[config.mk]
export PLATFORM = sky130hd
export DESIGN_NAME = nv12_to_rgb_converter
export DESIGN_NICKNAME = d
export VERILOG_FILES = /design/src/hw/rtl/nv12c_pkg.sv /design/src/hw/rtl/nv12_to_rgb_converter.sv /design/src/hw/rtl/nv12c_chroma.sv /design/src/hw/rtl/nv12c_lane.sv /design/src/hw/rtl/nv12c_merge.sv
export SDC_FILE = /design/constraint.sdc
export NUM_CORES = 2
export LEC_CHECK = 0
export ABC_AREA = 1
export BUFFER_PORTS_ARGS = -buffer_cell sky130_fd_sc_hd__buf_2
export CAP_MARGIN = 20
export CORE_UTILIZATION = 25
export CTS_CLUSTER_SIZE = 40
export DETAILED_ROUTE_END_ITERATION = 16
export REMOVE_ABC_BUFFERS = 1
export SYNTH_ARGS = -nofsm -noshare
export SYNTH_HDL_FRONTEND = slang
export SYNTH_HIERARCHICAL = 1
export SYNTH_SLANG_ARGS = --single-unit
[constraint.sdc]
create_clock -name i_clk -period 13.3 [get_ports i_clk]
set_input_delay 0.665 -clock i_clk [delete_from_list [all_inputs] [get_ports i_clk]]
set_output_delay 0.665 -clock i_clk [all_outputs]
set_load 0.02 [all_outputs]
[src/hw/rtl/nv12c_pkg.sv]
// ============================================================================
// nv12c_pkg: shared types and constants for the NV12 to RGB converter
// Holds the item structs, register indexes and the rational coefficient set
// from which the fixed-point coefficients are derived at elaboration.
// ============================================================================
package nv12c_pkg;

    localparam int COEF_FRAC_BITS_DEF = 16;

    // configuration register indexes
    localparam int CFG_IDX_W = 2;
    localparam logic [CFG_IDX_W-1:0] CFG_MATRIX = 2'd0;
    localparam logic [CFG_IDX_W-1:0] CFG_RANGE  = 2'd1;
    localparam logic [CFG_IDX_W-1:0] CFG_ORDER  = 2'd2;

    // coefficient slot within one (matrix, range) group
    localparam logic [1:0] K_RED   = 2'd0;
    localparam logic [1:0] K_GB    = 2'd1;
    localparam logic [1:0] K_GR    = 2'd2;
    localparam logic [1:0] K_BLUE  = 2'd3;

    // table index is {matrix, range, slot}; range 0 is limited
    localparam int NUM_COEF = 16;
    localparam longint unsigned COEF_NUM [NUM_COEF] = '{
        64'd357510,    64'd51512040,    64'd106895490,   64'd451860,
        64'd1402,      64'd202008,      64'd419198,      64'd1772,
        64'd4015740,   64'd3416345160,  64'd8537463240,  64'd4731780,
        64'd15748,     64'd13397432,    64'd33480248,    64'd18556
    };
    localparam longint unsigned COEF_DEN [NUM_COEF] = '{
        64'd224000,    64'd131488000,   64'd131488000,   64'd224000,
        64'd1000,      64'd587000,      64'd587000,      64'd1000,
        64'd2240000,   64'd16020480000, 64'd16020480000, 64'd2240000,
        64'd10000,     64'd71520000,    64'd71520000,    64'd10000
    };

    // limited-range luma gain 255/219
    localparam longint unsigned KY_NUM = 64'd255;
    localparam longint unsigned KY_DEN = 64'd219;

    typedef struct packed {
        logic [7:0] luma_left;
        logic [7:0] luma_right;
        logic [7:0] chroma_blue;
        logic [7:0] chroma_red;
    } t_pix_in;

    typedef struct packed {
        logic [7:0] left_first;
        logic [7:0] left_second;
        logic [7:0] left_third;
        logic [7:0] right_first;
        logic [7:0] right_second;
        logic [7:0] right_third;
    } t_pix_out;

    typedef struct packed {
        logic [7:0] red;
        logic [7:0] green;
        logic [7:0] blue;
    } t_rgb;

endpackage

[src/hw/rtl/nv12_to_rgb_converter.sv]
// ============================================================================
// nv12_to_rgb_converter: NV12 pixel pair to 8-bit RGB/BGR
// An accepted item passes through the pipeline stages below to its result strobe.
// Throughput: one item per cycle; busy never rises, the pipeline is fully fed.
// Results leave on a one-cycle strobe; the receiver cannot stall them.
// Reset (synchronous, active low) clears the pipeline valids and sets BT.601,
// limited range and RGB order.
// ============================================================================
//
// Pipeline:
//   stage 1  shared chroma products (nv12c_chroma) and per-lane luma scaling
//   stage 2  per-lane channel sums, rounding and clamping (two nv12c_lane)
//   stage 3  byte-order merge into the output register (nv12c_merge)
// Each multiply owns its own stage-1 register; the coefficient table is
// constant, derived at elaboration from the rational coefficient set.
module nv12_to_rgb_converter #(
    parameter int COEF_FRAC_BITS = nv12c_pkg::COEF_FRAC_BITS_DEF
) (
    input  logic                           i_clk,
    input  logic                           i_rst_n,
    input  logic                           start,
    output logic                           busy,
    input  nv12c_pkg::t_pix_in             i_item,
    output logic                           o_result_strobe,
    output nv12c_pkg::t_pix_out            o_result,
    input  logic                           i_cfg_valid,
    output logic                           o_cfg_ready,
    input  logic [nv12c_pkg::CFG_IDX_W-1:0] i_cfg_index,
    input  logic                           i_cfg_data
);
    import nv12c_pkg::*;

    localparam int CW = COEF_FRAC_BITS + 2;
    localparam int SW = COEF_FRAC_BITS + 12;

    // coefficient = round(num / den * 2^F), ties up
    localparam longint unsigned KY_FIX =
        ((KY_NUM << (COEF_FRAC_BITS + 1)) + KY_DEN) / (KY_DEN * 64'd2);

    logic [CW-1:0] w_coef_tab [NUM_COEF];
    logic [CW-1:0] w_ky;

    logic r_matrix;
    logic r_range;
    logic r_order;
    logic r_vld1;
    logic r_vld2;
    logic w_accept;

    logic [CW-1:0] w_kr;
    logic [CW-1:0] w_kgb;
    logic [CW-1:0] w_kgr;
    logic [CW-1:0] w_kb;

    logic signed [SW-1:0] w_term_r;
    logic signed [SW-1:0] w_term_gb;
    logic signed [SW-1:0] w_term_gr;
    logic signed [SW-1:0] w_term_b;

    t_rgb w_left;
    t_rgb w_right;

    for (genvar g = 0; g < NUM_COEF; g++) begin : g_coef
        localparam longint unsigned CoefFix =
            ((COEF_NUM[g] << (COEF_FRAC_BITS + 1)) + COEF_DEN[g]) / (COEF_DEN[g] * 64'd2);
        assign w_coef_tab[g] = CoefFix[CW-1:0];
    end

    assign w_ky = KY_FIX[CW-1:0];

    // no backpressure anywhere: always take items and register writes
    assign busy        = 1'b0;
    assign o_cfg_ready = 1'b1;
    assign w_accept    = start & ~busy;

    // configuration registers; unknown indexes drop the write
    always_ff @(posedge i_clk) begin
        if (!i_rst_n) begin
            r_matrix <= 1'b0;
            r_range  <= 1'b0;
            r_order  <= 1'b0;
        end else if (i_cfg_valid && o_cfg_ready) begin
            case (i_cfg_index)
                CFG_MATRIX: r_matrix <= i_cfg_data;
                CFG_RANGE:  r_range  <= i_cfg_data;
                CFG_ORDER:  r_order  <= i_cfg_data;
                default: ;
            endcase
        end
    end

    // item valid follows the datapath stages
    always_ff @(posedge i_clk) begin
        if (!i_rst_n) begin
            r_vld1 <= 1'b0;
            r_vld2 <= 1'b0;
        end else begin
            r_vld1 <= w_accept;
            r_vld2 <= r_vld1;
        end
    end

    // select the active coefficient group
    assign w_kr  = w_coef_tab[{r_matrix, r_range, K_RED}];
    assign w_kgb = w_coef_tab[{r_matrix, r_range, K_GB}];
    assign w_kgr = w_coef_tab[{r_matrix, r_range, K_GR}];
    assign w_kb  = w_coef_tab[{r_matrix, r_range, K_BLUE}];

    nv12c_chroma #(
        .COEF_FRAC_BITS (COEF_FRAC_BITS)
    ) u_chroma (
        .i_clk         (i_clk),
        .i_chroma_blue (i_item.chroma_blue),
        .i_chroma_red  (i_item.chroma_red),
        .i_kr          (w_kr),
        .i_kgb         (w_kgb),
        .i_kgr         (w_kgr),
        .i_kb          (w_kb),
        .o_term_r      (w_term_r),
        .o_term_gb     (w_term_gb),
        .o_term_gr     (w_term_gr),
        .o_term_b      (w_term_b)
    );

    // left (even) pixel lane
    nv12c_lane #(
        .COEF_FRAC_BITS (COEF_FRAC_BITS)
    ) u_lane_left (
        .i_clk     (i_clk),
        .i_luma    (i_item.luma_left),
        .i_full    (r_range),
        .i_ky      (w_ky),
        .i_term_r  (w_term_r),
        .i_term_gb (w_term_gb),
        .i_term_gr (w_term_gr),
        .i_term_b  (w_term_b),
        .o_pix     (w_left)
    );

    // right (odd) pixel lane
    nv12c_lane #(
        .COEF_FRAC_BITS (COEF_FRAC_BITS)
    ) u_lane_right (
        .i_clk     (i_clk),
        .i_luma    (i_item.luma_right),
        .i_full    (r_range),
        .i_ky      (w_ky),
        .i_term_r  (w_term_r),
        .i_term_gb (w_term_gb),
        .i_term_gr (w_term_gr),
        .i_term_b  (w_term_b),
        .o_pix     (w_right)
    );

    nv12c_merge u_merge (
        .i_clk    (i_clk),
        .i_rst_n  (i_rst_n),
        .i_valid  (r_vld2),
        .i_order  (r_order),
        .i_left   (w_left),
        .i_right  (w_right),
        .o_strobe (o_result_strobe),
        .o_result (o_result)
    );

    // every result strobe traces back to an accepted item
    a_strobe_from_item: assert property (@(posedge i_clk) disable iff (!i_rst_n)
        o_result_strobe |-> $past(w_accept, 3))
        else $error("result strobe without a matching item");

    // an item in the second stage always reaches the output
    a_stage2_delivers: assert property (@(posedge i_clk) disable iff (!i_rst_n)
        r_vld2 |=> o_result_strobe)
        else $error("item lost between lane and merge");

    // an accepted item always leaves stage one valid
    a_accept_enters: assert property (@(posedge i_clk) disable iff (!i_rst_n)
        start |=> r_vld1)
        else $error("item dropped at entry");

endmodule

[src/hw/rtl/nv12c_chroma.sv]
// ============================================================================
// nv12c_chroma: shared chroma products
// Multiplies the centered Cb and Cr samples by the four selected chroma
// coefficients and registers the terms for both pixel lanes.
// ============================================================================
module nv12c_chroma #(
    parameter int COEF_FRAC_BITS = nv12c_pkg::COEF_FRAC_BITS_DEF
) (
    input  logic                             i_clk,
    input  logic [7:0]                       i_chroma_blue,
    input  logic [7:0]                       i_chroma_red,
    input  logic [COEF_FRAC_BITS+1:0]        i_kr,
    input  logic [COEF_FRAC_BITS+1:0]        i_kgb,
    input  logic [COEF_FRAC_BITS+1:0]        i_kgr,
    input  logic [COEF_FRAC_BITS+1:0]        i_kb,
    output logic signed [COEF_FRAC_BITS+11:0] o_term_r,
    output logic signed [COEF_FRAC_BITS+11:0] o_term_gb,
    output logic signed [COEF_FRAC_BITS+11:0] o_term_gr,
    output logic signed [COEF_FRAC_BITS+11:0] o_term_b
);
    import nv12c_pkg::*;

    localparam int CW = COEF_FRAC_BITS + 2;
    localparam int SW = COEF_FRAC_BITS + 12;

    logic signed [SW-1:0] w_cb;
    logic signed [SW-1:0] w_cr;
    logic signed [SW-1:0] w_kr;
    logic signed [SW-1:0] w_kgb;
    logic signed [SW-1:0] w_kgr;
    logic signed [SW-1:0] w_kb;
    logic signed [SW-1:0] r_term_r;
    logic signed [SW-1:0] r_term_gb;
    logic signed [SW-1:0] r_term_gr;
    logic signed [SW-1:0] r_term_b;

    // offset binary to two's complement: flip the top bit
    assign w_cb  = {{(SW-8){~i_chroma_blue[7]}}, ~i_chroma_blue[7], i_chroma_blue[6:0]};
    assign w_cr  = {{(SW-8){~i_chroma_red[7]}}, ~i_chroma_red[7], i_chroma_red[6:0]};
    assign w_kr  = {{(SW-CW){1'b0}}, i_kr};
    assign w_kgb = {{(SW-CW){1'b0}}, i_kgb};
    assign w_kgr = {{(SW-CW){1'b0}}, i_kgr};
    assign w_kb  = {{(SW-CW){1'b0}}, i_kb};

    always_ff @(posedge i_clk) begin
        r_term_r  <= w_kr  * w_cr;
        r_term_gb <= w_kgb * w_cb;
        r_term_gr <= w_kgr * w_cr;
        r_term_b  <= w_kb  * w_cb;
    end

    assign o_term_r  = r_term_r;
    assign o_term_gb = r_term_gb;
    assign o_term_gr = r_term_gr;
    assign o_term_b  = r_term_b;

endmodule

[src/hw/rtl/nv12c_lane.sv]
// ============================================================================
// nv12c_lane: one pixel lane
// Scales the luma sample, adds the shared chroma terms, then rounds half
// away from zero and clamps each channel to 0..255.
// ============================================================================
module nv12c_lane #(
    parameter int COEF_FRAC_BITS = nv12c_pkg::COEF_FRAC_BITS_DEF
) (
    input  logic                              i_clk,
    input  logic [7:0]                        i_luma,
    input  logic                              i_full,
    input  logic [COEF_FRAC_BITS+1:0]         i_ky,
    input  logic signed [COEF_FRAC_BITS+11:0] i_term_r,
    input  logic signed [COEF_FRAC_BITS+11:0] i_term_gb,
    input  logic signed [COEF_FRAC_BITS+11:0] i_term_gr,
    input  logic signed [COEF_FRAC_BITS+11:0] i_term_b,
    output nv12c_pkg::t_rgb                   o_pix
);
    import nv12c_pkg::*;

    localparam int F  = COEF_FRAC_BITS;
    localparam int CW = F + 2;
    localparam int SW = F + 12;

    logic signed [SW-1:0] w_y_ofs;
    logic signed [SW-1:0] w_ky;
    logic signed [SW-1:0] w_luma_lim;
    logic signed [SW-1:0] w_luma_full;
    logic signed [SW-1:0] r_luma_fix;
    logic signed [SW-1:0] w_sum_r;
    logic signed [SW-1:0] w_sum_g;
    logic signed [SW-1:0] w_sum_b;
    t_rgb                 r_pix;

    // negative sums clamp to zero; otherwise add half and drop the fraction
    function automatic logic [7:0] f_round_clamp(input logic signed [SW-1:0] s);
        logic [SW-1:0] q;
        q = (SW'(s) + (SW'(1) << (F - 1))) >> F;
        if (s[SW-1]) begin
            return 8'd0;
        end else if (q > SW'(255)) begin
            return 8'd255;
        end else begin
            return q[7:0];
        end
    endfunction

    assign w_y_ofs     = {{(SW-8){1'b0}}, i_luma} - SW'(16);
    assign w_ky        = {{(SW-CW){1'b0}}, i_ky};
    assign w_luma_lim  = w_ky * w_y_ofs;
    assign w_luma_full = {{(SW-8-F){1'b0}}, i_luma, {F{1'b0}}};

    always_ff @(posedge i_clk) begin
        r_luma_fix <= i_full ? w_luma_full : w_luma_lim;
    end

    assign w_sum_r = r_luma_fix + i_term_r;
    assign w_sum_g = r_luma_fix - i_term_gb - i_term_gr;
    assign w_sum_b = r_luma_fix + i_term_b;

    always_ff @(posedge i_clk) begin
        r_pix.red   <= f_round_clamp(w_sum_r);
        r_pix.green <= f_round_clamp(w_sum_g);
        r_pix.blue  <= f_round_clamp(w_sum_b);
    end

    assign o_pix = r_pix;

endmodule

[src/hw/rtl/nv12c_merge.sv]
// ============================================================================
// nv12c_merge: lane merge and output register
// Packs both lane pixels into one result item in RGB or BGR byte order.
// ============================================================================
module nv12c_merge (
    input  logic                i_clk,
    input  logic                i_rst_n,
    input  logic                i_valid,
    input  logic                i_order,
    input  nv12c_pkg::t_rgb     i_left,
    input  nv12c_pkg::t_rgb     i_right,
    output logic                o_strobe,
    output nv12c_pkg::t_pix_out o_result
);
    import nv12c_pkg::*;

    logic     r_strobe;
    t_pix_out r_result;
    t_pix_out n_result;

    always_comb begin
        n_result.left_first   = i_order ? i_left.blue  : i_left.red;
        n_result.left_second  = i_left.green;
        n_result.left_third   = i_order ? i_left.red   : i_left.blue;
        n_result.right_first  = i_order ? i_right.blue : i_right.red;
        n_result.right_second = i_right.green;
        n_result.right_third  = i_order ? i_right.red  : i_right.blue;
    end

    always_ff @(posedge i_clk) begin
        if (!i_rst_n) begin
            r_strobe <= 1'b0;
        end else begin
            r_strobe <= i_valid;
        end
    end

    always_ff @(posedge i_clk) begin
        r_result <= n_result;
    end

    assign o_strobe = r_strobe;
    assign o_result = r_result;

endmodule
==> metrics.yaml <==
cts_tree: "yes"
route.detailed.drc: 0
cts_root_buffer: "clkbuf_16"
grt_overflow: 0
grt.met2_usage_pct: 24.2
clock-sinks: 266
drt_iter0_drc: 2583
grt_util_met1_pct: 19.9
die_w_um: 466
cts_made_buffers: 35
drv_cap: 0
tns_ps: 0
ctsHoldBuffers: 0
dr.pass1.iters: 9
fin_nets: 9692
cts_buffer_depth: 3
setup_viol: 0
grt_pass1_wl_um: 248000
place_congestion: 0.976
synthArstFlopShare_pct: 0
cp.required_ps: 13760
final.period_utilization_pct: 46.6
drv_slew: 0
design.core.area_sq_um: 213000
crit_type: "in -> reg"
yosys.area.top_type_share_pct: 24.8
fmax_mhz: 161
ys.flop_type: "dfxtp_1"
rrSetupSlack_ps: 7110
wl_per_cell_um: 13.7
drive_gt1_share_pct: 4.77
synthTopCellsByArea: "fa_1 (25%), nand2_1 (17%), inv_1 (16%)"
top_usage_layer: "met2"
multiInputGateArea_sq_um: 39800
ys_ff_latch: 266
worstMarginPinSlew_ps: 1000
arrival_ps: 6660
start_util_pct: 25.2
grt_start_max_net_pins: 49
routed_wl_um: 155000
worst_setup_path_start_kind: "input port"
rsz0062_at_grt: "no"
dpl.hpwl_um: 131000
hp-class: "in -> reg"
grt_use_met3_pct: 1.26
synthTopCellsByCount: "nand2_1 (2494), inv_1 (2281), fa_1 (666)"
io_buffer_count: 87
rows: 169
die_h_um: 466
antenna_found_initial: 14
grt_pass1_vias: 45200
insertion_delay_ps: 590
finalHoldViolations: 0
cpMaxStageDelayCell: "fa_1"
die_area_sq_um: 217000
grt.total_usage_pct: 14.4
max_stage_delay_ps: 500
ys_types: 50
period_minus_slack_ps: 6200
cts_setup_buffers: 0
critPathTopFamily: "adder cells"
synth-edff-count: 0
final.setup_skew_ps: 39.1
synth_top_area_cell: "fa_1"
yosysWarnings: 6
num-fill-cells: 23700
slew-limit-headroom_pct: 33.2
num_vias: 46300
cp_max_fo: 17
cp_common_cell: "inv_1"
end_kind: "flip-flop"
ctsHtreeMaxLevel: 2
area.sequential_sq_um: 5330
ys_seq_area_share_pct: 9.91
netlist_instances: 8229
clk_pin_slew_worst_paths_ps: 70
syn_area_per_cell_sq_um: 6.53
syn_to_final_growth_pct: 10.1
synth_area_sq_um: 53800
synth_most_common_cell: "nand2_1"
worst-path-buf-inv: 7
cts_resized: 0
vias_per_cell: 4.11
ant_nets: 0
ios: 90
status: "complete, no violations"
[per-stage QoR]
step | hold slack (ps) | cell area (sq um) | cells | setup slack (ps) | util (%)
after floorplan | 310 | 53800 | 8271 | 4770 | -
after global placement | 312 | 57900 | 11200 | 6630 | 27.2
after detailed placement | 317 | 57900 | 11200 | 6600 | 27.2
after CTS | 244 | 59200 | 11300 | 7140 | 27.8
after global routing | 274 | 59200 | 11300 | 6640 | 27.8
final | 277 | 59200 | 11300 | 7100 | 27.8
[final cells by class]
| type | count | share of cell area, % |
|---|---|---|
| Clock buffer | 43 | 1.61 |
| Timing Repair Buffer | 107 | 1.02 |
| Sequential cell | 266 | 9.01 |
| Inverter | 2304 | 14.6 |
| Antenna cell | 1 | 0.00423 |
| Tap cell | 2821 | 5.96 |
| Clock inverter | 21 | 0.465 |
| Multi-Input combinational cell | 5701 | 67.3 |
[cells by family (layout without fill, tap and decap cells)]
logic type | count (synthesis) | count (layout) | share of synthesized area [%]
buffers and inverters | 2478 | 2475 | 17.5
XOR/XNOR | 83 | 83 | 1.35
other | 2 | 219 | 0.0140
adder cells (fa/ha/maj) | 1238 | 1238 | 38.1
flip-flops | 266 | 266 | 9.91
AO/OA/AOI/OAI | 399 | 399 | 4.04
AND/OR/NAND/NOR | 3763 | 3763 | 29.1
[registers in the layout, summed over array words and instances, names as in the netlist, 24 cells and up]
register,count
u_lane_left/o_pix,24
u_chroma/o_term_gb,27
u_lane_right/r_luma_fix,28
u_lane_left/r_luma_fix,28
u_chroma/o_term_r,27
u_lane_right/o_pix,24
u_chroma/o_term_b,27
u_merge/o_result,48
u_chroma/o_term_gr,27
[worst reg2reg max path, stage by stage (launching register included)]
cell,delay (ps)
dfxtp_4,480
inv_1,380
buf_4,400
ha_1,280
inv_1,440
or2_2,520
fa_1,540
inv_1,60
fa_1,520
fa_1,540
inv_1,50
fa_1,520
inv_1,50
ha_1,420
nand2_1,130
nor2_1,270
inv_1,70
nor2_1,130
nand3_1,110
nand4_1,100
nand2_1,60
[path summary, 6_finish.rpt]
kind / end / from / cells after the start
min reg2reg: u_merge/o_result[34] / u_lane_left/o_pix[10] / 0
max reg2reg: u_chroma/o_term_gr[23] / r_range / 20
min: r_vld1 / start / 3
max: u_lane_left/r_luma_fix[19] / i_item[28] / 25
[cell usage in the layout, fill, tap and decap left out, drive strengths merged]
cell type  netlist  layout
a21boi           1       1
a21o             5       5
a21oi          229     229
a31o             2       2
a31oi            7       7
and2             7       7
buf             15     107
bufinv           0       3
clkbuf         159      43
clkinv           2      11
clkinvlp         0       2
conb             2     218
dfxtp          266     266
diode            0       1
fa             666     666
ha             572     572
inv           2302    2309
nand2         2565    2565
nand3          300     300
nand3b          31      31
nand4           76      76
nor2           695     695
nor3            44      44
nor4             3       3
o211ai           3       3
o21a            17      17
o21ai          111     111
o21bai          24      24
or2             42      42
xnor2           24      24
xor2            59      59
[layer usage]
layer	vias up	wire (um)	share of wire (%)
li1	24000	-	-
met1	21200	74600	48
met2	897	69800	45
met3	135	6550	4.2
met4	12	3810	2.5
met5	-	71	0.046
Power is left out: the tool's default activity adds up to more than one toggle a clock period on the data nets, which glitch-free logic cannot reach.
